==> src/rtl/toroidal_life_generation_macros.svh <==
// ---------------------------------------------------------------------------
// toroidal_life_generation_macros.svh
// Assertion macros shared by the toroidal life generation RTL.
// ---------------------------------------------------------------------------
`ifndef TOROIDAL_LIFE_GENERATION_MACROS_SVH
`define TOROIDAL_LIFE_GENERATION_MACROS_SVH

`ifndef NO_ASSERTIONS
// same-cycle implication, clocked on clk, off during reset
`define TLG_ASSERT_IMPL(label, pre, post, msg) \
	label: assert property (@(posedge clk) disable iff (!arst_n) (pre) |-> (post)) \
		else $error(msg);
// next-cycle implication, clocked on clk, off during reset
`define TLG_ASSERT_NEXT(label, pre, post, msg) \
	label: assert property (@(posedge clk) disable iff (!arst_n) (pre) |=> (post)) \
		else $error(msg);
`else
`define TLG_ASSERT_IMPL(label, pre, post, msg)
`define TLG_ASSERT_NEXT(label, pre, post, msg)
`endif

`endif

==> src/rtl/tlg_ram.sv <==
// ---------------------------------------------------------------------------
// tlg_ram
// Generic simple dual-port RAM, one write port, one registered read port.
// ---------------------------------------------------------------------------
`timescale 1ns / 1ps

module tlg_ram #(
	parameter int WIDTH = 8,
	parameter int DEPTH = 16
) (
	input  logic                     clk,
	input  logic                     we,
	input  logic [$clog2(DEPTH)-1:0] waddr,
	input  logic [WIDTH-1:0]         wdata,
	input  logic [$clog2(DEPTH)-1:0] raddr,
	output logic [WIDTH-1:0]         rdata
);

	logic [WIDTH-1:0] mem [DEPTH];

	always_ff @(posedge clk) begin
		if (we) begin
			mem[waddr] <= wdata;
		end
		rdata <= mem[raddr];
	end

endmodule

==> config.mk <==
export PLATFORM = sky130hd
export DESIGN_NAME = tlg_ram
export DESIGN_NICKNAME = d
export VERILOG_FILES = /design/src/rtl/toroidal_life_generation_macros.svh /design/src/rtl/tlg_ram.sv
export SDC_FILE = /design/constraint.sdc
export NUM_CORES = 1
export LEC_CHECK = 0
export BUFFER_PORTS_ARGS = -buffer_cell sky130_fd_sc_hd__buf_2
export CAP_MARGIN = 15
export CORE_MARGIN = 1.5
export CORE_UTILIZATION = 40
export CTS_CLUSTER_DIAMETER = 60
export DETAILED_ROUTE_END_ITERATION = 8
export PLACE_DENSITY_LB_ADDON = 0.15
export SLEW_MARGIN = 20
export SYNTH_ARGS = -nofsm -noshare
export SYNTH_HDL_FRONTEND = slang
export SYNTH_SLANG_ARGS = --single-unit
==> constraint.sdc <==
create_clock -name clk -period 2.4 [get_ports clk]
set_clock_uncertainty 0.2 [all_clocks]
set_input_delay 0.12 -clock clk [delete_from_list [all_inputs] [get_ports clk]]
set_output_delay 0.12 -clock clk [all_outputs]
set_load 0.01 [all_outputs]
Word level (Yosys, flattened, before mapping)
Memories as Yosys holds them, arrays and structs flattened. A register that Yosys moved wholly into a read port is not among the register bits.
Cells that the tools add are included.
{"block": "word_totals", "out_inout_bits": 8, "register_bits": 0, "ramBits": 128, "word_cells": 3, "mem_count": 1, "input_bits": 18}
{"block": "op_classes", "n_mux": 2}
{"name": "mem", "words": 16, "word_bits": 8, "rd": 1, "rd_ports_with_merged_regs": 1, "write_ports": 1, "line": "tlg_ram.sv:19", "rtl": "logic [WIDTH-1:0] mem [DEPTH];"}
{"operator": "2-to-1 mux 1 bit", "n": 2}

Depth between registers and ports, before layout
Gate-level depths: netlist of run 1.
{"block": "depth", "word_depth": 2, "depth_mapped": 5, "ltp_nobuf": 3}

Least setup slack after synthesis of run 1
Ideal clock, no wire load.
{"block": "synth_timing", "path_type": "input to register", "start": "in waddr[2]", "end": "mem mem[0][0] (enable)", "arrival_time_ns": 1.230, "setup_time_ns": 0.383, "n_path_buf": 0, "path_stages": 2, "required_time_ns": 1.817, "slack_ns": 0.587, "path_cell_list": "or3b_2 nor3_1"}
{"element": "start, declared", "line": "tlg_ram.sv:13", "rtl": "input logic [$clog2(DEPTH)-1:0] waddr,"}
{"element": "end, declared", "line": "tlg_ram.sv:19"}
No word-level cell before the write port.

==> flow_summary.toml, run 1 <==
[critical_path]
cpLargestDelayFamily = "multiplexers"
timing.rr.start = "mem[2][6]"
cp-start-kind = "flop"
path_class = "flop to flop"
timing.critical_path.buf_inv = 0
crit_path_end_kind = "flop"
slowest_delay_ns = 0.47
worstPathCellList = "mux4_2 -> a22oi_1 -> nand2_1"
crit_arrival_ns = 1.61
critPathRequiredTime_ns = 2.49
crit_slowest_cell = "mux4_2"
timing.rr.end = "rdata[6]"
ff2ff_setup_slack_ns = 0.89
worstPathMaxFanout = 1
reg2regPathDepth = 3

[routing]
wire_per_inst_um = 20.0
dr.pass1.iters = 4
drc = 0
wl_um = 9490
drt-vias-per-instance = 5.08
via_count = 2415
antenna_left = 0
drtIter0Drc = 167

[floorplanning]
die_x_um = 116
ios = 26
dieHeight_um = 116
core_um2 = 12600
dieArea_um2 = 13600
num_rows = 41
start_util = 0.410

[clock_network]
cts_setup_buffers = 0
cts_tree = "yes"
cts-buffers-inserted = 17
hold_buffers = 8
cts_buffer_depth = 2
clkSinkCount = 136
clk_latency_ns = 0.41
cts_max_level = 4
root_buffer = "clkbuf_16"
cts_resized = 0
path_clk_slew_ns = 0.06

[worst_hold_path]
hold_class = "input port to flop"
worstHoldStart = "raddr[3]"
min_to = "rdata[2]"
hold_depth = 4

[placed_design]
gp_congestion = 0.686
dp_hpwl_um = 6220
dp_cells = 435
port-buffer-count = 25

[finish]
ff_latch_area_um2 = 4000
final_cell_mix = "edfxtp_1, buf_2, mux4_2"
syn2layout_area_growth_pct = 20.6
multi_input_area_um2 = 1060
fin_cells = 475
layout-drive-gt1-share = 0.307
layout.nets = 308
num-fill-cells = 1031
antenna_cells = 0
final_common_cell = "edfxtp_1"
utilization = 0.494

[power_and_ir_drop]
p_sw_frac = 0.196
worst_ir_drop_vdd_uv = 543
power.switching_uw = 1040
p_comb_frac = 0.048
internal_power_uw = 4290
power_density_nw_per_um2 = 859
total_leakage_power_uw = 0.00212
seqPwrFrac = 0.501
clockPowerShare = 0.451

[timing]
min_period_ns = 1.51
fin_setup_tns_ns = 0
max_slew.worst_pin.slew_ns = 0.639
setup-violations-final = 0
fin_crit_sh = 0.631
relSlewSlack = 0.573
slew_viol_final = 0
final-hold-violation-count = 0
rsz0062_at_grt = "false"
fmaxAchievable_mhz = 660

[grt]
grt_max_degree = 33
gr-usage-all-layers = 0.161
grt_pass1_wl_um = 14800
antenna_found_initial = 0
overflow = 0
grt_pass1_vias = 2556

[status]
status = "completed"

[yosys]
synth_cells = 229
netlist_area_um2 = 5150
ys_seq_area_frac = 0.778
ys_warn_count = 0
synth_cell_type_count = 19
postSynthAreaPerCell_um2 = 22.5
synth_fp_nets = 247
ys_ff_latch = 136

[flow_run]
maxCapViolCount = 0
sequential cells by signal, summed over array words and instances (netlist names):
| name | flops |
|---|---|
| rdata | 8 |
| mem | 128 |
through the flow:
stage               hold WS, ns  area, um2  worst slack, ns  total power (uW)
finish                   0.0761       6210            0.885              5330
global route             0.0712       6210            0.775              5520
CTS                      0.0548       6210            0.877              5390
detailed placement        0.312       5570            0.652              2970
global placement          0.314       5570            0.646              2970
floorplan                0.0189       5150            0.587              2860
metal layers:
layer / vias to the layer above / wire length, um / GRT usage
met5: - / 0 / 0
met4: 0 / 133 / 0.0634
met3: 11 / 474 / 0.0498
met2: 60 / 4550 / 0.250
met1: 1247 / 4330 / 0.213
li1: 1097 / - / -
power by group through the flow:
stage / registers [uW] / logic, uW / clock network, uW
5_1_grt: 2680 / 284 / 2560
6_report: 2670 / 255 / 2410
3_5_place_dp: 2720 / 252 / 0
4_1_cts: 2670 / 263 / 2450
3_3_place_gp: 2720 / 250 / 0
2_1_floorplan: 2720 / 135 / 0
final cells by class:
class                           count  area share
Clock inverter                      9      0.0117
Clock buffer                       23      0.0786
Tap cell                          172      0.0347
Sequential cell                   136       0.645
Multi-Input combinational cell     83       0.170
Timing Repair Buffer               52      0.0600
logic make-up after synthesis:
kind of cell	share of synthesized area
buf+inv	0.0168
compound gates	0.0233
mux	0.150
simple gates	0.0318
flops	0.778
worst register-to-register path, cell delays in order (launching register included):
cell      delay, ns
edfxtp_1       0.36
mux4_2         0.47
a22oi_1        0.28
nand2_1        0.09
synth_stat cells:
cell type | number | area (um2)
edfxtp_1 | 128 | 3840
mux4_2 | 18 | 405
a22oi_1 | 16 | 120
mux4_1 | 14 | 368
nor2_1 | 13 | 48.8
nand2_1 | 9 | 33.8
dfxtp_1 | 8 | 160
nor3_1 | 4 | 20.0
buf_2 | 3 | 15.0
buf_6 | 3 | 33.8
clkdlybuf4s25_2 | 3 | 30.0
nand2b_1 | 2 | 12.5
nand3b_1 | 2 | 15.0
and2_1 | 1 | 6.26
and2b_1 | 1 | 7.51
buf_4 | 1 | 7.51
nand3_1 | 1 | 5.00
nor2b_1 | 1 | 6.26
or3b_2 | 1 | 8.76
worst max path at each step:
| stage | startpoint | end | slack (ns) | cells after the start |
|---|---|---|---|---|
| after global routing | mem[2][6] | rdata[6] | 0.77 | 3 |
| after detailed placement | raddr[0] | rdata[1] | 0.65 | 5 |
| after CTS | mem[5][1] | rdata[1] | 0.88 | 3 |
| after global placement | raddr[0] | rdata[3] | 0.65 | 5 |
| final | mem[2][6] | rdata[6] | 0.89 | 3 |
| after floorplan | waddr[2] | mem[0][0] | 0.59 | 2 |
Note: power is estimated with default switching activity, not from simulation.
==> inputs of run 2 (changes only) <==
clock period = 1.6 ns   (was 2.4 ns; I/O delays follow)
==> run 2 against run 1 <==
Worst hold slack gained 0.0084 ns. Highest routed layer unchanged. Critical path depth is the same. Die area is the same. Clock power grew 54%.
==> flow_summary.toml, run 2 (synthesis gave the netlist of run 1 again) <==
[clock_network]
cts_buffer_depth = 2
cts_max_level = 4
clk_latency_ns = 0.41
cts-buffers-inserted = 17
cts_setup_buffers = 0
root_buffer = "clkbuf_16"
clkSinkCount = 136
cts_tree = "yes"
path_clk_slew_ns = 0.05

[timing]
relSlewSlack = 0.430
fmaxAchievable_mhz = 641
setup-violations-final = 0
whs_ns = 0.0845
setup_ws_ns = 0.0392
max_slew.worst_pin.slew_ns = 0.852
rsz0062_at_grt = "false"
min_period_ns = 1.56
slew_viol_final = 0
final-hold-violation-count = 0
fin_crit_sh = 0.976

[critical_path]
crit_arrival_ns = 1.66
timing.rr.end = "rdata[3]"
ff2ff_setup_slack_ns = 0.04
path_class = "flop to flop"
crit_path_end_kind = "flop"
reg2regPathDepth = 3
timing.rr.start = "mem[1][3]"
worstPathMaxFanout = 1
cp-start-kind = "flop"
critPathRequiredTime_ns = 1.70

[placed_design]
dpl-instance-area_um2 = 5650
pre_cts_ws_ns = -0.235
gp_congestion = 0.766
port-buffer-count = 25
dp_hpwl_um = 6680

[worst_hold_path]
hold_depth = 4
worstHoldStart = "raddr[2]"
hold_class = "input port to flop"
min_to = "rdata[0]"

[routing]
wl_met2_um = 4680
wl_met3_um = 377
antenna_left = 0
drtIter0Drc = 174
topRoutingLayerUsed = "met4"
wl_um = 10100
drt-vias-per-instance = 4.98
wl_met1_um = 4950
drc = 0
wire_per_inst_um = 20.9
dr.pass1.iters = 4
via_count = 2416

[floorplanning]
dieHeight_um = 116
start_util = 0.410
ios = 26
core_um2 = 12600
num_rows = 41
die_x_um = 116
dieArea_um2 = 13600

[finish]
largestRegisters = "mem x128, rdata x8"
multi_input_area_um2 = 1090
regMostFlops = "mem"
finalInstanceArea_um2 = 6350
ff_latch_area_um2 = 4000
layout.nets = 319
final_common_cell = "edfxtp_1"
num-fill-cells = 994
antenna_cells = 0
largest_register_ffs = 128
layout-drive-gt1-share = 0.332
final_cell_mix = "edfxtp_1, buf_2, buf_4"
syn2layout_area_growth_pct = 23.3

[power_and_ir_drop]
power_density_nw_per_um2 = 1280
total_leakage_power_uw = 0.00218
worst_ir_drop_vdd_uv = 897
total_power_uw = 8150

[grt]
grt_max_degree = 31
grt_pass1_wl_um = 15400
antenna_found_initial = 0
grt_pass1_vias = 2555
gr-usage-all-layers = 0.171
overflow = 0

[status]
status = "completed"

[flow_run]
maxCapViolCount = 0
## run 2: cell types whose count changed in the layout (fill, tap and decap cells not counted), moves of 2 or more
cell           before  now
clkbuf_8            4    0
clkinv_2            7    4
dlygate4sd3_1       8   10
clkinv_1            0    4
bufinv_16           1    3
buf_4              17   25
a22oi_2             0    5
a22oi_1            16   11
## run 2: per-layer routing
metal	GRT usage	vias to the layer above
li1	-	1118
met1	0.238	1235
met2	0.255	53
met3	0.0607	10
met4	0.0561	0
met5	0	-
## run 2: repair_timing
| item | CTS | global route |
|---|---|---|
| hold buffers | 10 | 0 |
| setup endpoints to repair | 1 | 4 |
| endpoints found under the hold margin | 131 | 0 |
| gates cloned | 0 | 0 |
| pin swaps | 0 | 1 |
| resized for setup | 1 | 5 |
## run 2: cell type report
| cell class | count | area share |
|---|---|---|
| Clock buffer | 19 | 0.0682 |
| Sequential cell | 136 | 0.631 |
| Clock inverter | 12 | 0.0211 |
| Multi-Input combinational cell | 83 | 0.172 |
| Timing Repair Buffer | 63 | 0.0745 |
| Tap cell | 172 | 0.0339 |
## run 2: worst max path at each step
stage          slack (ns)  startpoint        end  cells past startpoint
2_1_floorplan        0.05    waddr[2]  mem[3][0]                      2
5_1_grt             0.005  mem[10][5]   rdata[5]                      3
3_5_place_dp        -0.24    raddr[0]   rdata[3]                      6
6_report             0.04   mem[1][3]   rdata[3]                      3
4_1_cts              0.01   mem[1][5]   rdata[5]                      3
3_3_place_gp        -0.21    raddr[0]   rdata[3]                      6
## run 2: where the power goes
group          leakage [uW]  internal, uW  total (uW)  switching (uW)
clock network      0.000280          2400        3720            1320
registers           0.00122          3990        4010            21.3
logic              0.000675           195         425             230
total               0.00218          6590        8150            1570
## run 2: through the flow
stage / setup TNS, ns / std cells / utilization
6_report: 0 / 485 / 0.505
5_1_grt: 0 / 485 / 0.505
4_1_cts: 0 / 485 / 0.503
3_5_place_dp: -0.778 / 444 / 0.450
3_3_place_gp: -0.538 / 444 / 0.450
2_1_floorplan: 0 / 229 / -
## run 2: critical path, cell delays in order (launching register included)
cell	delay [ns]
edfxtp_1	0.37
mux4_1	0.52
a22oi_2	0.28
nand2_1	0.08
