--- src/rtl/toroidal_life_generation_macros.svh ---
// ---------------------------------------------------------------------------
// toroidal_life_generation_macros.svh
// Assertion macros shared by the toroidal life generation RTL.
// ---------------------------------------------------------------------------
`ifndef TOROIDAL_LIFE_GENERATION_MACROS_SVH
`define TOROIDAL_LIFE_GENERATION_MACROS_SVH

`ifndef NO_ASSERTIONS
// same-cycle implication, clocked on clk, off during reset
`define TLG_ASSERT_IMPL(label, pre, post, msg) \
	label: assert property (@(posedge clk) disable iff (!arst_n) (pre) |-> (post)) \
		else $error(msg);
// next-cycle implication, clocked on clk, off during reset
`define TLG_ASSERT_NEXT(label, pre, post, msg) \
	label: assert property (@(posedge clk) disable iff (!arst_n) (pre) |=> (post)) \
		else $error(msg);
`else
`define TLG_ASSERT_IMPL(label, pre, post, msg)
`define TLG_ASSERT_NEXT(label, pre, post, msg)
`endif

`endif

--- src/rtl/tlg_pkg.sv ---
// ---------------------------------------------------------------------------
// tlg_pkg
// Sizes, codes and types shared by the toroidal life generation block.
// ---------------------------------------------------------------------------
`timescale 1ns / 1ps

package tlg_pkg;

	// grid storage
	localparam int MAX_ROWS = 32;
	localparam int MAX_COLS = 128;
	localparam int ROW_W    = $clog2(MAX_ROWS);
	localparam int COL_W    = $clog2(MAX_COLS);
	localparam int RCNT_W   = $clog2(MAX_ROWS + 1);
	localparam int CCNT_W   = $clog2(MAX_COLS + 1);

	// item fields and config registers
	localparam int OP_W       = 2;
	localparam int ROW_FLD_W  = 5;
	localparam int COL_FLD_W  = 7;
	localparam int ROWS_REG_W = 6;
	localparam int COLS_REG_W = 8;
	localparam int APB_DW     = 32;
	localparam int APB_AW     = 3;

	// register indexes (paddr[2])
	localparam logic REG_ROWS = 1'b0;
	localparam logic REG_COLS = 1'b1;

	// reset sizes
	localparam logic [ROWS_REG_W-1:0] ROWS_RST = ROWS_REG_W'(30);
	localparam logic [COLS_REG_W-1:0] COLS_RST = COLS_REG_W'(90);

	// op codes
	localparam logic [OP_W-1:0] OP_WRITE = 2'd0;
	localparam logic [OP_W-1:0] OP_READ  = 2'd1;
	localparam logic [OP_W-1:0] OP_ADV   = 2'd2;

	// B3/S23 neighbour counts
	localparam logic [3:0] BIRTH_CNT = 4'd3;
	localparam logic [3:0] KEEP_CNT  = 4'd2;

	typedef logic [MAX_COLS-1:0] row_t;

endpackage

--- src/rtl/tlg_row_next.sv ---
// ---------------------------------------------------------------------------
// tlg_row_next
// Next-generation value of one grid row from its old row and the two
// old rows around it, with column wrap at the size in use.
// ---------------------------------------------------------------------------
`timescale 1ns / 1ps

module tlg_row_next (
	input  tlg_pkg::row_t                above,
	input  tlg_pkg::row_t                mid,
	input  tlg_pkg::row_t                below,
	input  logic [tlg_pkg::CCNT_W-1:0]   nc,
	output tlg_pkg::row_t                nxt
);
	import tlg_pkg::*;

	logic [COL_W-1:0] last_col;
	row_t al, ar, ml, mr, bl, br;
	logic [3:0] cnt [MAX_COLS];

	assign last_col = COL_W'(nc - CCNT_W'(1));

	// left / right neighbours, wrapping at the last column in use
	always_comb begin
		for (int j = 0; j < MAX_COLS; j++) begin
			if (j == 0) begin
				al[j] = above[last_col];
				ml[j] = mid[last_col];
				bl[j] = below[last_col];
			end else begin
				al[j] = above[(j + MAX_COLS - 1) % MAX_COLS];
				ml[j] = mid[(j + MAX_COLS - 1) % MAX_COLS];
				bl[j] = below[(j + MAX_COLS - 1) % MAX_COLS];
			end
			if (COL_W'(j) == last_col) begin
				ar[j] = above[0];
				mr[j] = mid[0];
				br[j] = below[0];
			end else begin
				ar[j] = above[(j + 1) % MAX_COLS];
				mr[j] = mid[(j + 1) % MAX_COLS];
				br[j] = below[(j + 1) % MAX_COLS];
			end
		end
	end

	always_comb begin
		for (int j = 0; j < MAX_COLS; j++) begin
			cnt[j] = 4'(al[j]) + 4'(above[j]) + 4'(ar[j]) + 4'(ml[j]) + 4'(mr[j])
			       + 4'(bl[j]) + 4'(below[j]) + 4'(br[j]);
			if (j >= int'(nc)) begin
				nxt[j] = mid[j];	// outside the region: unchanged
			end else begin
				nxt[j] = (cnt[j] == BIRTH_CNT) | ((cnt[j] == KEEP_CNT) & mid[j]);
			end
		end
	end

endmodule

--- config.mk ---
export PLATFORM = sky130hd
export DESIGN_NAME = tlg_row_next
export DESIGN_NICKNAME = d
export VERILOG_FILES = /design/src/rtl/toroidal_life_generation_macros.svh /design/src/rtl/tlg_pkg.sv /design/src/rtl/tlg_row_next.sv
export SDC_FILE = /design/constraint.sdc
export NUM_CORES = 2
export LEC_CHECK = 0
export ABC_AREA = 1
export BUFFER_PORTS_ARGS = -buffer_cell sky130_fd_sc_hd__buf_2
export CORE_UTILIZATION = 55
export DETAILED_ROUTE_END_ITERATION = 10
export PLACE_DENSITY = 0.77
export SETUP_SLACK_MARGIN = 0.1
export SYNTH_ARGS = -nofsm -noshare
export SYNTH_HDL_FRONTEND = slang
export SYNTH_SLANG_ARGS = --single-unit
--- constraint.sdc ---
create_clock -name vclk -period 5.57
set_input_delay 0.2785 -clock vclk [all_inputs]
set_output_delay 0.2785 -clock vclk [all_outputs]
set_load 0.01 [all_outputs]
# [Yosys cells after proc, flatten, opt, wreduce, memory -nomap -nowiden]
# Cells that the tools add are included.
[totals] out_inout_bits=128 reg_bits=0
[classes] reduce_logical=1 eq_ne=382 n_mux=515 bitwise=256 n_addsub=897 magnitude_cmp=129
[ops] op="$add 4x1->4" n=512
[ops] op="$eq 4x2->1 const B" n=256
[ops] op="$add 3x1->4" n=128
[ops] op="$ge 7x8->1 const A" n=64
[ops] op="$mux 1" n=512
[ops] op="$eq 7x7->1 const A" n=63
[ops] op="$add 2x1->3" n=128
[ops] op="$add 1x1->2" n=128
[ops] op="$ge 6x8->1 const A" n=32
[ops] op="$eq 6x7->1 const A" n=32
[ops] op="$and 1x1->1" n=128
[ops] op="$ge 5x8->1 const A" n=16
[ops] op="$or 1x1->1" n=128
[ops] op="$eq 5x7->1 const A" n=16
[ops] op="$ge 4x8->1 const A" n=8
[ops] op="$eq 4x7->1 const A" n=8
[ops] op="$ge 3x8->1 const A" n=4
[ops] op="$eq 3x7->1 const A" n=4
[ops] op="$bmux 1 s7" n=3
[ops] op="$ge 1x8->1 const A" n=2
[ops] op="$ge 2x8->1 const A" n=2
[ops] op="$eq 2x7->1 const A" n=2
[ops] op="$lt 7x8->1 const B" n=1
[ops] op="$eq 1x7->1 const A" n=1
[ops] op="2 further kinds" n=2

# [Logic depth before layout (Yosys ltp)]
[depth] ltp_word=14 ltp_mapped=29 depth_no_buf=27

# [Worst setup path after synthesis]
# Ideal clock, no wire load.
[synth_timing] kind="input-to-output" start="input nc[0] (netlist name)" end="output nxt[0]" stages=22 arrival_time_ps=5155 path_slack_ps=136 required_time_ps=5292 path_cell_list="inv_2 > clkbuf_1 > clkbuf_1 > ha_1 > inv_2 > o31ai_2 > nand2_4 > nor2_8 > buf_12 > nand2_4 > nand2_1 > o21ai_1 > fa_1 > inv_1 > fa_1 > fa_1 > inv_1 > ha_1 > fa_1 > o21ai_0 > o211ai_1 > o21ai_0"
[synth_between] elab_chain_len=14 word_cells_on_any_way=24 cone_classes="add/sub (8); order compare (1); eq/ne (2); mux (10); bitwise (2); reduce/logical (1)"
[synth_rtl] item="from (decl)" line="tlg_row_next.sv:12" text="input logic [tlg_pkg::CCNT_W-1:0] nc,"
[synth_rtl] item="$sub 7x1->7" line="tlg_row_next.sv:21" text="assign last_col = COL_W'(nc - CCNT_W'(1));"
[synth_rtl] item="$bmux 1 s7" line="tlg_row_next.sv:27" text="al[j] = above[last_col];"
[synth_rtl] item="$mux 1 (implied by the code)" line="tlg_row_next.sv:27"
[synth_rtl] item="$add 1x1->2" line="tlg_row_next.sv:49" text="cnt[j] = 4'(al[j]) + 4'(above[j]) + 4'(ar[j]) + 4'(ml[j]) + 4'(mr[j])"
[synth_rtl] item="$add 2x1->3" line="tlg_row_next.sv:49"
[synth_rtl] item="$add 3x1->4" line="tlg_row_next.sv:49"
[synth_rtl] item="$add 4x1->4" line="tlg_row_next.sv:49"
[synth_rtl] item="$add 4x1->4 (3 in series)" line="tlg_row_next.sv:50" text="+ 4'(bl[j]) + 4'(below[j]) + 4'(br[j]);"
[synth_rtl] item="$eq 4x2->1" line="tlg_row_next.sv:54" text="nxt[j] = (cnt[j] == BIRTH_CNT) | ((cnt[j] == KEEP_CNT) & mid[j]);"
[synth_rtl] item="$and 1x1->1" line="tlg_row_next.sv:54"
[synth_rtl] item="$or 1x1->1" line="tlg_row_next.sv:54"
[synth_rtl] item="$mux 1 *" line="tlg_row_next.sv:51" text="if (j >= int'(nc)) begin"
[synth_rtl] item="to (decl)" line="tlg_row_next.sv:13" text="output tlg_pkg::row_t nxt"
# Every way passes the cells marked *; elsewhere a longest branch is shown, timed or not. The select of a mux whose other input is x is not followed.

# [Final worst setup path]
[layout_timing] start="input nc[0] (netlist name)" end="output nxt[94]"
[layout_between] elab_chain_len=13 word_cells_on_any_way=17 cone_classes="add/sub (7); order compare (1); eq/ne (3); mux (4); bitwise (2)"
[layout_rtl] item="$sub 7x1->7" line="tlg_row_next.sv:21"
[layout_rtl] item="$eq 7x7->1" line="tlg_row_next.sv:35" text="if (COL_W'(j) == last_col) begin"
[layout_rtl] item="$mux 1" line="tlg_row_next.sv:35"
[layout_rtl] item="$add 2x1->3" line="tlg_row_next.sv:49"
[layout_rtl] item="$add 3x1->4" line="tlg_row_next.sv:49"
[layout_rtl] item="$add 4x1->4" line="tlg_row_next.sv:49"
[layout_rtl] item="$add 4x1->4 (3 in series)" line="tlg_row_next.sv:50"
[layout_rtl] item="$eq 4x2->1" line="tlg_row_next.sv:54"
[layout_rtl] item="$and 1x1->1" line="tlg_row_next.sv:54"
[layout_rtl] item="$or 1x1->1" line="tlg_row_next.sv:54"
[layout_rtl] item="$mux 1 *" line="tlg_row_next.sv:51"
# Every way passes the cells marked *; elsewhere a longest branch is shown, timed or not.

==> metrics.yaml <==
outcome: "finished clean"
power_density_nw_per_um2: 166
synth-xor-area-share_pct: 0
dp_slack_ns: 0.369
tightest_slew_ns: 1.25
holdBufCountCts: 0
cp.required_ns: 5.29
grt_max_degree: 168
fin_nets: 6226
via_count: 33600
hold_viol_final: 0
ant_nets: 0
avgViaCountPerCell: 5.87
synth_area_um2: 31500
stdcell_count: 5716
first_iter_violations: 3045
first_global_vias: 31800
p_leak_nw: 19.2
setup_viol: 0
dp.cells: 5668
routabilityCongestion: 1.00
endpoint_kind: "output pin"
firstDrtPassIters: 11
irDropWorstVdd_v: 0.000130
wl_per_cell_um: 20.8
worst-setup-path-type: "input pin to output pin"
dieArea_um2: 58300
worstSetupStartpointType: "input pin"
finalWirelength_um: 119000
hpwlAfterDp_um: 95400
die_y_um: 241
setup_tns_ns: 0
ys_warn_count: 0
min_period_over_period_pct: 94.6
yosys.area_share.simple_pct: 26.2
die_x_um: 241
syn_to_final_growth_pct: 12.6
grt_use_total_pct: 40.7
rsz0062_at_grt: "no"
crit_start: "nc[0]"
synth_sequential_area_ratio_pct: 0
synth_top_family_by_area: "adder cells"
drc: 0
fp.coreArea_um2: 56500
holdCritPathClass: "input pin to output pin"
overflow: 0
synth_compound_area_share_pct: 17.0
ys_types: 41
fp-row-count: 87
final.clkbuf_count: 0
final_max_slew_viol_count: 0
multi_input_area_um2: 28800
setup_slack_ns: 0.301
seq_cells: 0
worstPathArrival_ns: 4.99
finalCriticalPeriod_ns: 5.27
synthMuxAreaShare_pct: 0
fillCellCount: 5256
slew_headroom_pct: 16.3
synthAdderAreaFrac_pct: 48.0
maxClockFrequency_mhz: 190
maxCapViolations: 0
cp-endpoint: "nxt[94]"
boundaryPins: 520
synth.net_count: 5744
grt_pass1_wl_um: 181000
syn_inst: 4451
drive_gt1_share_pct: 15.6
floorplan.initialDensity_pct: 55.8
seqCellArea_um2: 0
p_total_mw: 5.89
antenna_found_initial: 31
port_buffers: 520
avgSynthCellArea_um2: 7.08
crit_fanout: 12
==> synth_stat cells <==
library cell	number	area [µm²]
nand2_2	23	144
a211oi_1	40	300
a22o_1	14	123
buf_8	1	15.0
buf_6	5	56.3
nor2_1	365	1370
nand3_4	1	17.5
ha_1	389	4870
buf_12	4	80.1
o21ai_4	1	16.3
buf_1	21	78.8
clkbuf_1	103	387
o21a_1	1	7.51
inv_2	9	33.8
buf_4	1	7.51
fa_1	512	10200
nand3_1	200	1000
o31ai_2	1	12.5
nor2_4	15	169
a21boi_0	1	7.51
nand2_4	63	709
a31oi_1	5	31.3
clkinv_4	1	8.76
o2111ai_1	23	201
buf_2	3	15.0
a211o_1	4	35.0
clkinv_1	3	11.3
o21ai_0	316	1580
inv_4	5	31.3
nor2_2	3	18.8
o21ai_1	146	731
clkinv_8	1	16.3
nand2_1	1196	4490
o221ai_1	14	123
inv_1	543	2040
a21oi_1	318	1590
a21oi_2	4	35.0
a21o_1	12	90.1
nand4_1	5	31.3
nor2_8	15	300
o211ai_1	64	480
==> per-layer routing <==
layer  global-route usage [%]  wire length [µm]  vias to the layer above
li1                         -                 -                    15500
met1                     52.4             44400                    15600
met2                     62.6             52000                     2001
met3                     10.6             15000                      407
met4                     22.0              7230                       18
met5                        0               129                        -
==> metrics by stage <==
| step | util (%) | hold WS (ns) | instance area, µm² |
|---|---|---|---|
| final | 62.8 | 0.919 | 35500 |
| after global routing | 62.8 | 0.937 | 35500 |
| after CTS | 62.3 | 0.916 | 35200 |
| after detailed placement | 62.3 | 0.916 | 35200 |
| after global placement | 62.3 | 0.919 | 35200 |
| after floorplan | - | 0.677 | 31500 |
==> worst min path at each step <==
stage	start	endpoint	slack, ns	depth (start not counted)
after detailed placement	mid[69]	nxt[69]	0.92	4
after global placement	mid[69]	nxt[69]	0.92	4
after global routing	mid[69]	nxt[69]	0.94	4
after floorplan	mid[35]	nxt[35]	0.68	2
final	mid[49]	nxt[49]	0.92	4
after CTS	mid[69]	nxt[69]	0.92	4
==> worst max-delay path: stages <==
cell,delay (ns)
buf_6,0.12
inv_6,0.09
ha_1,0.27
inv_2,0.10
nor2_4,0.18
nand2_1,0.12
nand2_4,0.16
inv_4,0.08
nor2_8,0.17
inv_4,0.08
nor2_8,0.30
buf_4,0.28
nand2_4,0.09
nand2_1,0.06
o21ai_1,0.09
fa_1,0.56
inv_1,0.05
fa_1,0.45
ha_1,0.23
fa_1,0.38
o21ai_0,0.22
o2111ai_1,0.15
o21ai_0,0.23
buf_2,0.22
==> final cells by class <==
cell class | count | area share [%]
Multi-Input combinational cell | 3751 | 81.0
Inverter | 562 | 6.07
Tap cell | 756 | 2.67
Timing Repair Buffer | 618 | 10.0
Antenna cell | 29 | 0.205
==> timing repair <==
action,in CTS,in global routing
gates resized for setup,0,5
setup endpoints to repair,0,11
buffers inserted,0,19
==> where the power goes <==
part | leakage, nW | internal (mW) | switching [mW]
registers | 0 | 0 | 0
clock network | 0.000181 | 0.000000577 | 0
logic | 19.2 | 2.39 | 3.50
==> cell usage in the layout, fill, tap and decap left out, types with 2 or more instances in the layout <==
cell type / count
nand2_1: 1195
inv_1: 542
buf_2: 518
fa_1: 512
ha_1: 388
nor2_1: 364
a21oi_1: 317
o21ai_0: 315
nand3_1: 200
o21ai_1: 147
buf_4: 82
o211ai_1: 64
nand2_4: 63
a211oi_1: 40
diode_2: 29
nand2_2: 24
o2111ai_1: 23
nor2_4: 15
nor2_8: 15
buf_12: 15
a22o_1: 14
o221ai_1: 14
a21o_1: 12
inv_2: 8
inv_4: 7
nand4_1: 5
a31oi_1: 5
a21oi_2: 5
nor2_2: 4
a211o_1: 4
inv_6: 2
==> cells by family after synthesis <==
kind of cell / count (synthesis)
compound gates: 964
buf+inv: 700
fa+ha+maj: 901
simple gates: 1886
No activity file was read; power rests on OpenSTA's default activity.
